File: config.mk
export PLATFORM = sky130hd
export DESIGN_NAME = mcodp_ram
export DESIGN_NICKNAME = d
export VERILOG_FILES = /design/src/sv/mcodp_ram.sv
export SDC_FILE = /design/constraint.sdc
export NUM_CORES = 1
export LEC_CHECK = 0
export BUFFER_PORTS_ARGS = -buffer_cell sky130_fd_sc_hd__buf_2
export CORE_MARGIN = 10
export CORE_UTILIZATION = 40
export CTS_CLUSTER_DIAMETER = 80
export DETAILED_ROUTE_END_ITERATION = 10
export SKIP_LAST_GASP = 1
export SYNTH_ARGS = -nofsm -noshare
export SYNTH_HDL_FRONTEND = slang
export SYNTH_SLANG_ARGS = --single-unit
File: constraint.sdc
create_clock -name i_clk -period 2 [get_ports i_clk]
set_input_delay 0.2 -clock i_clk [delete_from_list [all_inputs] [get_ports i_clk]]
set_output_delay 0.2 -clock i_clk [all_outputs]
set_load 0.03 [all_outputs]
File: src/sv/mcodp_ram.sv
// Generic single-write, single-read RAM with registered read data.
module mcodp_ram #(
    parameter int WIDTH = 8,
    parameter int DEPTH = 16
) (
    input  logic                     i_clk,
    input  logic                     i_we,
    input  logic [$clog2(DEPTH)-1:0] i_waddr,
    input  logic [WIDTH-1:0]         i_wdata,
    input  logic [$clog2(DEPTH)-1:0] i_raddr,
    output logic [WIDTH-1:0]         o_rdata
);

    logic [WIDTH-1:0] r_mem [DEPTH];
    logic [WIDTH-1:0] r_rdata;

    always_ff @(posedge i_clk) begin
        if (i_we) begin
            r_mem[i_waddr] <= i_wdata;
        end
        r_rdata <= r_mem[i_raddr];
    end

    assign o_rdata = r_rdata;

endmodule

==> results of run 1 <==
==> per-stage QoR <==
step / hold WS, ns / total power, uW / worst slack [ns] / instance area (um^2) / util [%]
floorplan: 0.299 / 3460 / 0.307 / 5150 / -
global placement: 0.588 / 3590 / 0.349 / 5590 / 44.3
detailed placement: 0.602 / 3600 / 0.337 / 5590 / 44.3
CTS: 0.165 / 6720 / 0.642 / 6190 / 49.0
global route: 0.174 / 6880 / 0.594 / 6190 / 49.0
finish: 0.171 / 6660 / 0.634 / 6190 / 49.0
==> synthesized netlist by cell type <==
cell type / n
or3b_2: 1
and2b_1: 1
mux4_1: 14
nand2b_1: 2
nand3_1: 1
nor2b_1: 1
nand2_1: 9
and2_1: 1
edfxtp_1: 128
buf_2: 3
buf_6: 3
dfxtp_1: 8
nor3_1: 4
buf_4: 1
nor2_1: 13
mux4_2: 18
clkdlybuf4s25_2: 3
nand3b_1: 2
a22oi_1: 16
==> state kept, by name (all words and copies together), names as in the netlist <==
| signal | count |
|---|---|
| r_mem | 128 |
| o_rdata | 8 |
==> report_power, final <==
part | internal (uW) | leakage [uW] | switching (uW)
Combinational | 132 | 0.000590 | 196
Clock | 2050 | 0.000298 | 1070
Sequential | 3190 | 0.00122 | 17.5
Total | 5370 | 0.00211 | 1280
==> worst max-delay path by stage <==
stage,from,to,cells after the start
floorplan,i_waddr[2],r_mem[0][0],2
global placement,i_raddr[0],o_rdata[2],5
detailed placement,i_raddr[0],o_rdata[2],5
CTS,r_mem[5][2],o_rdata[2],3
global route,r_mem[0][7],o_rdata[7],3
finish,r_mem[5][2],o_rdata[2],3
==> final cells by class <==
| cell class | count | share of cell area, % |
|---|---|---|
| repair buffers | 45 | 5.05 |
| clock inverters | 8 | 1.92 |
| multi-input cells | 83 | 17.1 |
| flip-flops and latches | 136 | 64.7 |
| well taps | 172 | 3.48 |
| clock buffers | 24 | 7.78 |
==> cells in the final DEF (no fill, tap or decap) <==
cell,instances
mux4_2,18
or3b_2,1
buf_12,3
clkinv_2,4
a22oi_1,16
dfxtp_1,8
nand3_1,1
nor3_1,4
and2b_1,1
clkbuf_16,17
nand2b_1,2
clkbuf_1,4
clkinv_4,1
clkbuf_8,3
nand3b_1,2
and2_1,1
nand2_1,9
buf_2,25
buf_4,17
mux4_1,14
nor2_1,13
nor2b_1,1
bufinv_16,3
edfxtp_1,128
==> layer usage <==
metal	wire, um	track usage [%]	part of all wire, %	up-vias
met3	455	3.87	4.8	12
met5	0	0	0	-
li1	-	-	-	1081
met4	184	5.62	1.9	0
met2	4670	18.1	49	51
met1	4200	13.8	44	1219
==> logic make-up after synthesis <==
logic type      Yosys count  share of synthesized area (%)
simple gates             35                           3.18
buf+inv                  10                           1.68
compound gates           16                           2.33
flops                   136                           77.8
mux                      32                           15.0
==> impl_metrics.env, run 1 <==
export IMPL_dieArea_um2=17800
export IMPL_syn_nets=247
export IMPL_wirelength_um=9510
export IMPL_gp_congestion=0.700
export IMPL_coreArea_um2=12600
export IMPL_fin_setup_tns_ns=0
export IMPL_critPathMaxStageDelay_ns=0.55
export IMPL_hold_viol_final=0
export IMPL_maxCapViolations=0
export IMPL_route_detailed_drc=0
export IMPL_placementRows=41
export IMPL_drv_slew=0
export IMPL_crit_family="multiplexers"
export IMPL_diodes=0
export IMPL_fp_dieW_um=133
export IMPL_cts_buffer_depth=2
export IMPL_power_leakage_uw=0.00211
export IMPL_io_buffers=25
export IMPL_clk_latency_ns=0.41
export IMPL_num_fill_cells=1044
export IMPL_regArea_um2=4000
export IMPL_path_cells="mux4_1 -> a22oi_1 -> nand2_1"
export IMPL_die_h_um=133
export IMPL_first_pass_iters=4
export IMPL_instances_no_fill=468
export IMPL_cts_buffers=17
export IMPL_rr_worst_depth=3
export IMPL_p_per_area_nw_per_um2=1080
export IMPL_synthTopCellsByArea="edfxtp_1 (75%), mux4_2 (7.9%), mux4_1 (7.1%), dfxtp_1 (3.1%), a22oi_1 (2.3%)"
export IMPL_status="finished clean"
export IMPL_nNetsFinal=301
export IMPL_grt_first_pass_wirelength_um=15000
export IMPL_layout_worst_path_cycle_share_pct=68.3
export IMPL_drtIter0Drc=148
export IMPL_synth_top_area_share_pct=74.7
export IMPL_critPathArrivalTime_ns=1.66
export IMPL_min_to="r_mem[0][7]"
export IMPL_initial_core_util_pct=40.8
export IMPL_min_from="i_wdata[7]"
export IMPL_hpwl_um=6180
export IMPL_routedWlPerCell_um=20.3
export IMPL_fin_skew_ns=0.00443
export IMPL_htreeDepth=4
export IMPL_io_pin_count=26
export IMPL_viasPerCell=5.05
export IMPL_slew_headroom_pct=63.4
export IMPL_hold_depth=1
export IMPL_worstSetupEndpointType="flop"
export IMPL_r2r_end="o_rdata[2]"
export IMPL_rrSetupSlack_ns=0.63
export IMPL_syn_area_um2=5150
export IMPL_grt_overflow=0
export IMPL_drtAntennaViolNets=0
export IMPL_synth_distinct_cells=19
export IMPL_seq_area_frac_synth_pct=77.8
export IMPL_setup_violations_final=0
export IMPL_cts_hold_buf=0
export IMPL_synth_top_area_cell="edfxtp_1"
export IMPL_r2r_start="r_mem[5][2]"
export IMPL_grt_max_degree=25
export IMPL_rsz0062_at_grt="no"
export IMPL_drive_gt1_share_pct=31.1
export IMPL_area_growth_pct=20.2
export IMPL_post_route_min_period_ns=1.37
export IMPL_crit_fanout=1
export IMPL_grt_usage_pct=11.5
export IMPL_critPathRequiredTime_ns=2.29
export IMPL_hold_path_class="primary input to flop"
export IMPL_syn_inst=229
export IMPL_cts_tree="done"
export IMPL_grt_pass1_vias=2540
export IMPL_cp_start_kind="flop"
export IMPL_root_buffer="clkbuf_16"
export IMPL_multiInputGateArea_um2=1060
export IMPL_dp_cells=436
export IMPL_synth_seq_cells=136
export IMPL_ir_drop_mv=0.670
export IMPL_clk_pin_slew_worst_paths_ns=0.06
export IMPL_postCtsSetupRepairBufs=0
export IMPL_cts_resized=0
export IMPL_antenna_found_initial=0
export IMPL_syn_area_per_cell_um2=22.5
export IMPL_cp_num_buf_inv=0
export IMPL_cts_sinks=136
export IMPL_cp_slowest_cell="mux4_1"
export IMPL_worst_pin_slew_ns=0.547
export IMPL_fmax_mhz=732
export IMPL_vias=2363
export IMPL_path_class="flop to flop"
export IMPL_yosys_warnings=0
No activity file was read; power rests on OpenSTA's default activity.
==> inputs of run 2 (changes only) <==
Clock period 2 ns to 1.2 ns, I/O delays scaled along.
==> impl_metrics.env, run 2 (synthesis results as in run 1) <==
export IMPL_status="finished, violations left"
export IMPL_violations="setup timing"
export IMPL_crit_path_end="o_rdata[7]"
export IMPL_num_fill_cells=1010
export IMPL_fp_dieW_um=133
export IMPL_largest_reg_flops=128
export IMPL_r2r_end="o_rdata[7]"
export IMPL_power_leakage_uw=0.00223
export IMPL_fin_setup_tns_ns=-0.779
export IMPL_postCtsSetupRepairBufs=0
export IMPL_nNetsFinal=319
export IMPL_switching_share_pct=19.0
export IMPL_diodes=0
export IMPL_worst_slack_ns=-0.158
export IMPL_layout_worst_path_cycle_share_pct=113
export IMPL_r2r_start="r_mem[3][7]"
export IMPL_routedWlPerCell_um=21.6
export IMPL_critPathRequiredTime_ns=1.49
export IMPL_fin_skew_ns=0.0125
export IMPL_initial_core_util_pct=40.8
export IMPL_drtIter0Drc=270
export IMPL_drtAntennaViolNets=0
export IMPL_setup_violations_final=8
export IMPL_grt_max_degree=17
export IMPL_grt_first_pass_wirelength_um=16200
export IMPL_root_buffer="clkbuf_16"
export IMPL_startpoint="r_mem[3][7]"
export IMPL_cts_sinks=136
export IMPL_grt_overflow=0
export IMPL_coreArea_um2=12600
export IMPL_intPower_uw=9580
export IMPL_worst_pin_slew_ns=0.817
export IMPL_fmax_mhz=736
export IMPL_rr_worst_depth=4
export IMPL_cp_start_kind="flop"
export IMPL_utilization_pct=51.5
export IMPL_p_sw_uw=2250
export IMPL_placementRows=41
export IMPL_slew_headroom_pct=45.4
export IMPL_power_uw=11800
export IMPL_drv_slew=0
export IMPL_route_detailed_drc=0
export IMPL_worstSetupEndpointType="flop"
export IMPL_die_h_um=133
export IMPL_layout_commonest_cell="edfxtp_1"
export IMPL_htreeDepth=4
export IMPL_gp_congestion=0.735
export IMPL_area_growth_pct=26.2
export IMPL_grt_pass1_vias=2646
export IMPL_clk_pin_slew_worst_paths_ns=0.05
export IMPL_clk_latency_ns=0.41
export IMPL_comb_power_share_pct=5.4
export IMPL_largest_register="r_mem"
export IMPL_rrSetupSlack_ns=-0.16
export IMPL_hold_viol_final=0
export IMPL_vias=2519
export IMPL_cts_tree="done"
export IMPL_layout_cells_most_common_list="edfxtp_1 (128), buf_4 (30), mux4_2 (25), buf_2 (25), clkbuf_16 (17)"
export IMPL_drive_gt1_share_pct=41.7
export IMPL_io_pin_count=26
export IMPL_seqPwrFrac_pct=45.2
export IMPL_critPathArrivalTime_ns=1.65
export IMPL_dieArea_um2=17800
export IMPL_crit_fanout=1
export IMPL_io_buffers=25
export IMPL_maxCapViolations=0
export IMPL_post_route_min_period_ns=1.36
export IMPL_cts_buffers=17
export IMPL_rsz0062_at_grt="yes"
export IMPL_wirelength_um=10500
export IMPL_path_class="flop to flop"
export IMPL_p_per_area_nw_per_um2=1820
export IMPL_grt_usage_pct=12.4
export IMPL_cts_hold_buf=0
export IMPL_ir_drop_mv=1.03
export IMPL_hpwl_um=7070
export IMPL_cts_buffer_depth=2
export IMPL_first_pass_iters=4
export IMPL_viasPerCell=5.18
export IMPL_antenna_found_initial=0
export IMPL_hold_path_class="primary input to flop"
export IMPL_p_clk_share_pct=49.4
==> run 2: cell types whose count changed in the layout (fill, tap and decap cells not counted), moves of 3 or more <==
| cell | before | now |
|---|---|---|
| a22oi_1 | 16 | 12 |
| a22oi_2 | 0 | 4 |
| buf_12 | 3 | 8 |
| buf_4 | 17 | 30 |
| bufinv_16 | 3 | 6 |
| clkbuf_1 | 4 | 0 |
| mux4_1 | 14 | 7 |
| mux4_2 | 18 | 25 |
| nor2_1 | 13 | 10 |
| nor2_2 | 0 | 3 |
| nor3_1 | 4 | 0 |
| nor3_2 | 0 | 3 |
==> run 2: worst min-delay path by stage <==
stage / slack [ns] / to / from / cells past startpoint
after CTS: 0.07 / r_mem[6][4] / i_wdata[4] / 1
after detailed placement: 0.52 / r_mem[7][4] / i_wdata[4] / 1
after floorplan: 0.22 / r_mem[0][0] / i_wdata[0] / 0
after global routing: 0.09 / r_mem[4][4] / i_wdata[4] / 1
final: 0.09 / r_mem[13][4] / i_wdata[4] / 1
after global placement: 0.51 / r_mem[6][4] / i_wdata[4] / 1
==> run 2: timing repair <==
item,in CTS,in global routing
pin swaps,3,0
setup endpoints to repair,8,8
gates cloned,0,0
gates resized for setup,5,2
==> run 2: routing by layer <==
metal  global-route usage, %  share of wire (%)
met4                    5.80                1.4
met3                    3.61                4.7
met5                       0                  0
met1                    16.7                 47
met2                    17.9                 47
==> run 2: layout make-up <==
cell class / count / area (um^2) / area share, %
clock buffers: 19 / 453 / 6.97
repair buffers: 63 / 510 / 7.86
multi-input cells: 83 / 1090 / 16.7
well taps: 172 / 215 / 3.31
flip-flops and latches: 136 / 4000 / 61.7
clock inverters: 13 / 224 / 3.45
==> run 2: worst max-delay path, stage by stage (launching register included) <==
cell and delay [ns]:
edfxtp_1 0.37, mux4_2 0.51, a22oi_2 0.17, buf_4 0.15, nand2_1 0.05
==> run 2: power by group through the flow <==
stage          Clock [uW]  Combinational (uW)  Sequential [uW]
5_1_grt              6140                 692             5350
3_5_place_dp            0                 637             5440
3_3_place_gp            0                 628             5440
2_1_floorplan           0                 286             5500
6_report             5840                 641             5340
4_1_cts              5950                 648             5340
==> run 2: stage by stage <==
stage | std cells | hold WS (ns) | instance area (um^2) | worst slack [ns]
after detailed placement | 454 | 0.518 | 5810 | -0.367
final | 486 | 0.0878 | 6490 | -0.158
after global routing | 486 | 0.0925 | 6490 | -0.194
after CTS | 486 | 0.0746 | 6490 | -0.160
after global placement | 454 | 0.508 | 5810 | -0.372
after floorplan | 229 | 0.219 | 5190 | -0.0563
==> inputs of run 3 (changes only) <==
Settings changed: PLACE_DENSITY set to 0.61.
==> impl_metrics.env, run 3 (synthesis results as in run 1) <==
export IMPL_r2r_start="r_mem[0][3]"
export IMPL_grt_pass1_vias=2660
export IMPL_critPathRequiredTime_ns=1.48
export IMPL_antenna_found_initial=0
export IMPL_p_per_area_nw_per_um2=1780
export IMPL_path_cells="mux4_2 -> a22oi_2 -> nand2_1"
export IMPL_area_growth_pct=23.8
export IMPL_post_route_min_period_ns=1.27
export IMPL_startpoint="r_mem[0][3]"
export IMPL_io_buffers=25
export IMPL_cts_buffer_depth=2
export IMPL_wirelength_um=9860
export IMPL_drive_gt1_share_pct=42.9
export IMPL_cts_sinks=136
export IMPL_grt_max_degree=22
export IMPL_num_fill_cells=1041
export IMPL_violations="setup timing"
export IMPL_die_h_um=133
export IMPL_grt_first_pass_wirelength_um=15600
export IMPL_rr_worst_depth=3
export IMPL_crit_family="multiplexers"
export IMPL_hold_path_class="primary input to flop"
export IMPL_crit_fanout=1
export IMPL_cp_start_kind="flop"
export IMPL_power_leakage_uw=0.00216
export IMPL_slew_headroom_pct=39.8
export IMPL_clk_pin_slew_worst_paths_ns=0.05
export IMPL_drtIter0Drc=235
export IMPL_coreArea_um2=12600
export IMPL_dieArea_um2=17800
export IMPL_cp_slowest_cell="mux4_2"
export IMPL_worst_pin_slew_ns=0.900
export IMPL_diodes=0
export IMPL_critPathMaxStageDelay_ns=0.48
export IMPL_layout_cells_most_common_list="edfxtp_1 (128), mux4_2 (30), buf_4 (29), buf_2 (25), clkbuf_16 (17)"
export IMPL_vias=2453
export IMPL_fmax_mhz=785
export IMPL_cts_buffers=17
export IMPL_first_pass_iters=4
export IMPL_critPathArrivalTime_ns=1.56
export IMPL_rrSetupSlack_ns=-0.07
export IMPL_dp_cells=450
export IMPL_root_buffer="clkbuf_16"
export IMPL_r2r_end="o_rdata[3]"
export IMPL_fin_skew_ns=0.00613
export IMPL_hpwl_um=6730
export IMPL_initial_core_util_pct=40.8
export IMPL_whs_ns=0.100
export IMPL_placementRows=41
export IMPL_layout_commonest_cell="edfxtp_1"
export IMPL_ir_drop_mv=0.898
export IMPL_cts_hold_buf=0
export IMPL_grt_usage_pct=11.7
export IMPL_crit_path_end="o_rdata[3]"
export IMPL_worst_slack_ns=-0.0734
export IMPL_min_from="i_wdata[6]"
export IMPL_io_pin_count=26
export IMPL_routedWlPerCell_um=20.5
export IMPL_utilization_pct=50.5
export IMPL_setup_violations_final=8
export IMPL_nNetsFinal=315
export IMPL_htreeDepth=4
export IMPL_drtAntennaViolNets=0
export IMPL_largest_reg_flops=128
export IMPL_grt_overflow=0
export IMPL_cp_num_buf_inv=0
export IMPL_crit_cells=3
export IMPL_viasPerCell=5.09
export IMPL_route_detailed_drc=0
export IMPL_largest_register="r_mem"
export IMPL_rsz0062_at_grt="yes"
export IMPL_hold_viol_final=0
export IMPL_cts_tree="done"
export IMPL_postCtsSetupRepairBufs=0
export IMPL_gp_congestion=0.714
export IMPL_instances_no_fill=482
export IMPL_maxCapViolations=0
export IMPL_path_class="flop to flop"
export IMPL_clk_latency_ns=0.41
export IMPL_drv_slew=0
export IMPL_status="finished, violations left"
export IMPL_layout_worst_path_cycle_share_pct=106
export IMPL_fp_dieW_um=133
export IMPL_worstSetupEndpointType="flop"
-- run 3: cell count changes in the layout (fill, tap and decap cells not counted), moves of 2 or more --
cell,before,now
mux4_1,7,2
mux4_2,25,30
a22oi_1,12,8
a22oi_2,4,8
buf_12,8,5
bufinv_16,6,4
clkbuf_1,0,2
clkinv_4,2,0
-- run 3: worst reg2reg max path: cells and delay by family, from the launching register on --
kind	cells	cell delay, ns
flops	1	0.38
simple gates	1	0.09
compound gates	1	0.21
mux	1	0.48
-- run 3: timing repair --
action,in CTS,in global routing
resized for setup,13,3
endpoints found under the setup margin,8,8
gates cloned,0,0
pin swaps,6,5
-- run 3: how the worst min path moves through the flow --
stage,depth (start not counted),endpoint,slack (ns)
finish,1,r_mem[7][6],0.10
global route,1,r_mem[6][5],0.11
CTS,1,r_mem[6][5],0.09
detailed placement,1,r_mem[6][5],0.52
global placement,1,r_mem[6][5],0.50
floorplan,0,r_mem[0][0],0.22
-- run 3: per-layer routing --
| layer | part of all wire (%) | global-route usage, % | vias up |
|---|---|---|---|
| met5 | 0 | 0 | - |
| met4 | 1.6 | 4.90 | 0 |
| met3 | 4.4 | 3.46 | 12 |
| met2 | 49 | 18.5 | 71 |
| met1 | 45 | 14.8 | 1272 |
| li1 | - | - | 1098 |
-- run 3: where the power goes --
group	switching (uW)	total, uW	internal (uW)
clock	1740	5350	3610
combinational	359	620	261
sequential	33.7	5350	5320
total	2130	11300	9190
-- run 3: final cells by class --
class,instances,area [um^2],share of cell area [%]
Clock buffer,22,474,7.44
Clock inverter,10,148,2.32
Timing Repair Buffer,59,443,6.95
Multi-Input combinational cell,83,1090,17.1
Tap cell,172,215,3.38
Sequential cell,136,4000,62.8
-- run 3: metrics by stage --
stage	TNS [ns]	setup WS (ns)	instance area [um^2]	power, uW
after floorplan	-0.353	-0.0563	5190	5780
after global placement	-7.67	-0.314	5740	6040
after detailed placement	-9.99	-0.345	5740	6050
after CTS	-0.367	-0.0789	6380	11400
after global routing	-0.722	-0.134	6370	11700
final	-0.310	-0.0734	6370	11300
